## src/hdl/smm_pkg.sv

```systemverilog
// -----------------------------------------------------------------------------
// smm_pkg
// Shared types and constants for the square matrix multiplier.
// -----------------------------------------------------------------------------
package smm_pkg;

   localparam int SMM_MAX_SIZE    = 16;   // default largest side length
   localparam int SMM_FIELD_LIMIT = 16;   // largest side the index fields can address
   localparam int SMM_IDX_W       = 4;    // row and column field width
   localparam int SMM_SIZE_W      = 5;    // side length width, holds 1..16
   localparam int SMM_DATA_W      = 32;   // element and sum width

   localparam logic [SMM_SIZE_W-1:0] SMM_SIZE_RESET = 5'd16;

   // request command
   typedef enum logic {
      CMD_WRITE_B  = 1'b0,
      CMD_STREAM_A = 1'b1
   } smm_cmd_type;

   // control broadcast from the sequencer to every cell
   typedef struct packed {
      logic                  b_write;     // write one B element
      logic                  a_read;      // read the B row for one A element
      logic [SMM_IDX_W-1:0]  row;         // B write row
      logic [SMM_IDX_W-1:0]  col;         // B write column, A column k
      logic [SMM_DATA_W-1:0] value;       // B write data
      logic                  prod_load;   // capture the product
      logic [SMM_DATA_W-1:0] a_value;     // A element in the multiply stage
      logic                  acc_step;    // accumulate stage advances
      logic                  acc_close;   // accumulate stage closes the row
      logic [SMM_SIZE_W-1:0] n;           // side length in the accumulate stage
      logic                  drain_shift; // result chain moves one place
   } smm_cell_ctrl_type;

endpackage

```

## src/hdl/smm_ram.sv

```systemverilog
// -----------------------------------------------------------------------------
// smm_ram
// Generic single write port RAM with one registered read port.
// -----------------------------------------------------------------------------
module smm_ram #(
   parameter int WIDTH = 32,
   parameter int DEPTH = 16
) (
   input  logic                             clock,
   input  logic                             wr_en,
   input  logic [(DEPTH>1?$clog2(DEPTH):1)-1:0] wr_addr,
   input  logic [WIDTH-1:0]                 wr_data,
   input  logic                             rd_en,
   input  logic [(DEPTH>1?$clog2(DEPTH):1)-1:0] rd_addr,
   output logic [WIDTH-1:0]                 rd_data
);

   logic [WIDTH-1:0] mem_ff [DEPTH];
   logic [WIDTH-1:0] rd_data_ff;

   // write, and register the read word
   always_ff @(posedge clock) begin
      if (wr_en) begin
         mem_ff[wr_addr] <= wr_data;
      end
      if (rd_en) begin
         rd_data_ff <= mem_ff[rd_addr];
      end
   end

   assign rd_data = rd_data_ff;

endmodule

```

## src/hdl/smm_cell.sv

```systemverilog
// -----------------------------------------------------------------------------
// smm_cell
// One column of the result: holds column INDEX of B, multiplies it by the
// streamed A element, accumulates, and passes finished sums down the chain.
// -----------------------------------------------------------------------------
module smm_cell
   import smm_pkg::*;
#(
   parameter int INDEX = 0,
   parameter int DEPTH = 16
) (
   input  logic                  clock,
   input  logic                  reset,
   input  smm_cell_ctrl_type     ctrl,
   input  logic [SMM_DATA_W-1:0] chain_in,
   output logic [SMM_DATA_W-1:0] chain_out
);

   localparam int AW = (DEPTH > 1) ? $clog2(DEPTH) : 1;

   logic [SMM_DATA_W-1:0] b_word;
   logic [SMM_DATA_W-1:0] prod_ff, prod_in;
   logic [SMM_DATA_W-1:0] acc_ff, acc_in;
   logic [SMM_DATA_W-1:0] drain_ff, drain_in;
   logic [SMM_DATA_W-1:0] acc_sum;
   logic                  col_hit;
   logic                  active;

   // B column store, one word per row k
   assign col_hit = ctrl.b_write && (ctrl.col == SMM_IDX_W'(INDEX));

   smm_ram #(
      .WIDTH (SMM_DATA_W),
      .DEPTH (DEPTH)
   ) u_b_col (
      .clock   (clock),
      .wr_en   (col_hit),
      .wr_addr (ctrl.row[AW-1:0]),
      .wr_data (ctrl.value),
      .rd_en   (ctrl.a_read),
      .rd_addr (ctrl.col[AW-1:0]),
      .rd_data (b_word)
   );

   // multiply stage, low word only
   always_comb begin
      prod_in = prod_ff;
      if (ctrl.prod_load) begin
         prod_in = SMM_DATA_W'(b_word * ctrl.a_value);
      end
   end

   // accumulate stage: only columns inside the side length take part
   assign active  = SMM_SIZE_W'(INDEX) < ctrl.n;
   assign acc_sum = active ? acc_ff + prod_ff : acc_ff;

   always_comb begin
      acc_in = acc_ff;
      if (ctrl.acc_step) begin
         acc_in = ctrl.acc_close ? '0 : acc_sum;
      end
   end

   // load a closed row, else advance the chain towards the output
   always_comb begin
      drain_in = drain_ff;
      if (ctrl.acc_step && ctrl.acc_close) begin
         drain_in = acc_sum;
      end else if (ctrl.drain_shift) begin
         drain_in = chain_in;
      end
   end

   always_ff @(posedge clock) begin
      if (reset) begin
         acc_ff <= '0;
      end else begin
         acc_ff <= acc_in;
      end
   end

   always_ff @(posedge clock) begin
      prod_ff  <= prod_in;
      drain_ff <= drain_in;
   end

   assign chain_out = drain_ff;

endmodule

```

## config.mk

```make
export PLATFORM = sky130hd
export DESIGN_NAME = smm_cell
export DESIGN_NICKNAME = d
export VERILOG_FILES = /design/src/hdl/smm_pkg.sv /design/src/hdl/smm_ram.sv /design/src/hdl/smm_cell.sv
export SDC_FILE = /design/constraint.sdc
export NUM_CORES = 2
export LEC_CHECK = 0
export BUFFER_PORTS_ARGS = -buffer_cell sky130_fd_sc_hd__clkbuf_2
export CELL_PAD_IN_SITES_DETAIL_PLACEMENT = 1
export CELL_PAD_IN_SITES_GLOBAL_PLACEMENT = 2
export CORE_MARGIN = 2
export CORE_UTILIZATION = 49
export CTS_CLUSTER_DIAMETER = 40
export DETAILED_ROUTE_END_ITERATION = 8
export GPL_ROUTABILITY_DRIVEN = 0
export PLACE_DENSITY = 0.85
export SLEW_MARGIN = 10
export SYNTH_ARGS = -nofsm -noshare
export SYNTH_HDL_FRONTEND = slang
export SYNTH_SLANG_ARGS = --single-unit
```

## constraint.sdc

```tcl
create_clock -name clock -period 11.9 [get_ports clock]
set_clock_uncertainty 0.1 [all_clocks]
set_input_delay 1.19 -clock clock [delete_from_list [all_inputs] [get_ports clock]]
set_output_delay 1.19 -clock clock [all_outputs]
set_load 0.005 [all_outputs]
```

==> flow_summary.ini <==
[outcome]
status = finished clean

[final_layout]
layout_common_cells = edfxtp_1 (608), fa_1 (409), inv_1 (406)
fillers = 8283
final_common_cell = edfxtp_1
syn2layout_area_growth_pct = 11.1
drive_gt1_share_pct = 14.6
multi_input_area_sq_um = 20400
seq_area_sq_um = 18900
nets = 3922

[die]
start_util_pct = 49.4
row_count = 106
die-area_sq_um = 86600
top_level_ports = 149
die_w_microns = 294
die_height_microns = 294
core_sq_um = 83600

[yosys]
synth_nets = 3806
ys_seq_elements = 640
ys_types = 68
synthCells = 3126
syn-cell-area_sq_um = 41300
async_reset_ff_share_pct = 0
yosysWarnings = 0
yosys.area.top_type_share_pct = 44.2
seq_area_frac_synth_pct = 45.8
synth_area_per_cell_sq_um = 13.2
synth_largest_area_cell = edfxtp_1
yosys-top-cells-area = edfxtp_1 (44%), fa_1 (20%), mux4_2 (7.1%)
synth-edff-count = 608
yosys_most_used_dff = edfxtp_1

[setup_path]
cp-end-kind = flop
max_stage_delay_ns = 1.17
timing.critical_path.mode_cell = fa_1
cp_slowest_cell = edfxtp_1
crit_fanout = 22
required_ns = 12.15
path_cells = and2_1 -> fa_1 -> fa_1 -> fa_1 -> inv_1 -> fa_1 -> inv_1 -> fa_1 -> ha_1 -> fa_1 -> fa_1 -> ha_1 -> a211oi_1 -> o2111ai_2 -> a41oi_2 -> a31oi_1 -> a41oi_1 -> a21oi_1 -> xnor2_1
rr_worst_depth = 19
worst-endpoint-arrival_ns = 8.04
start_kind = flop
path_class = flop to flop
r2r_slack_ns = 4.11

[timing]
setup_viol = 0
rsz0062_at_grt = false
tns_ns = 0
slew-limit-headroom_pct = 17.3
worst_pin_slew_ns = 1.24
clock.fmax_mhz = 128
hold_viol_final = 0
finalCritPeriodShare_pct = 65.5
min_period_ns = 7.79
maxSlewViolCount = 0

[global_routing]
overflow = 0
grt_pass1_wl_microns = 170000
grt_pass1_vias = 28700
grt_max_degree = 69
grt.total_usage_pct = 26.3
antenna_found_initial = 5

[drt]
drt_iter0_markers = 1661
wl_microns = 110000
antenna_left = 0
drc_errors = 0
avgViaCountPerCell = 5.73
firstDrtPassIters = 5
wl_per_cell_microns = 25.1
via_count = 25200

[placed_design]
hpwl_microns = 74900
io_buffers = 148

[clocking]
cts.sink_count = 640
root_buffer = clkbuf_16
ctsLongestPathBuffers = 3
cts_setup_buffers = 0
ctsResizeCount = 0
cts_tree = built
cts_inserted_buffers = 84
clkTransAtPathRegs_ns = 0.06
htreeDepth = 3
clock_latency_ns = 0.65
hold_buffers = 0

[worst_hold_path]
hold_path.class = flop to flop
whs_path_depth = 2

[job]
cap_viol_max_count = 0
-- flip-flops by register name (all words and copies together) (netlist names) --
signal           cells
u_b_col.mem_ff     512
u_b_col.rd_data     32
acc_ff              32
chain_out           32
prod_ff             32
-- synthesized netlist by cell type, types with 7 or more instances --
cell / n
a211oi_1: 9
a21o_1: 34
a21oi_1: 70
a22oi_1: 17
a31oi_1: 33
and2_1: 276
and3_1: 7
buf_1: 9
buf_2: 12
clkbuf_1: 135
dfxtp_1: 32
edfxtp_1: 608
fa_1: 409
ha_1: 154
inv_1: 406
mux2i_1: 51
mux4_2: 130
nand2_1: 329
nand2b_1: 7
nand3_1: 20
nand4_1: 9
nor2_1: 93
nor3_1: 15
o21ai_0: 41
o21ai_1: 9
o21bai_1: 11
o22ai_1: 16
xnor2_1: 85
xor2_1: 25
-- path summary, 6_finish.rpt --
path                       startpoint     endpoint
hold reg to reg            acc_ff[26]   acc_ff[26]
setup reg to reg  u_b_col.rd_data[10]  prod_ff[31]
setup / recovery  u_b_col.rd_data[10]  prod_ff[31]
hold / removal             acc_ff[26]   acc_ff[26]
-- area by class of cell --
| cell class | count | area share, % |
|---|---|---|
| Inverter | 408 | 3.34 |
| Tap cell | 1080 | 2.94 |
| Clock buffer | 103 | 4.76 |
| Sequential cell | 640 | 41.2 |
| Multi-Input combinational cell | 1921 | 44.4 |
| Clock inverter | 49 | 1.09 |
| Antenna cell | 2 | 0.0109 |
| Timing Repair Buffer | 187 | 2.28 |
-- routing by layer --
layer  track usage, %  part of all wire, %  routed length [microns]  vias up
li1                 -                    -                        -    10900
met1             33.5                   40                    43600    13300
met2             46.2                   52                    57200      718
met3             3.67                  5.2                     5680      223
met4             8.97                  3.1                     3460       10
met5                0                0.057                       63        -
-- cell families after synthesis --
kind of cell | Yosys count | share of synthesized area, %
AOI/OAI and AO/OA | 286 | 4.61
xor gates and xnor gates | 110 | 2.33
adders and majority gates | 563 | 24.5
buffers and inverters | 565 | 5.18
DFF | 640 | 45.8
muxes | 183 | 8.39
and+or+nand+nor | 779 | 9.24
-- critical path: cells and delay by family, from the launching register on --
family / cells / cell delay, ns
adder cells (fa/ha/maj): 9 / 4.05
AND/OR/NAND/NOR: 1 / 0.27
flip-flops: 1 / 1.17
XOR/XNOR: 1 / 0.15
AO/OA/AOI/OAI: 6 / 1.64
buffers and inverters: 2 / 0.12
-- metrics by stage --
| step | setup slack [ns] | cells | hold slack (ns) | util, % | instance area [sq um] |
|---|---|---|---|---|---|
| finish | 4.11 | 4390 | 0.407 | 54.9 | 45900 |
| global route | 3.80 | 4388 | 0.437 | 54.9 | 45900 |
| CTS | 4.12 | 4388 | 0.410 | 54.9 | 45900 |
| detailed placement | 3.59 | 4236 | 0.403 | 51.7 | 43200 |
| global placement | 3.80 | 4236 | 0.390 | 51.7 | 43200 |
| floorplan | 4.32 | 3126 | 0.353 | - | 41300 |
Power is not shown: default switching activity piles up to over one toggle a cycle in this logic, so the estimate is an artifact.
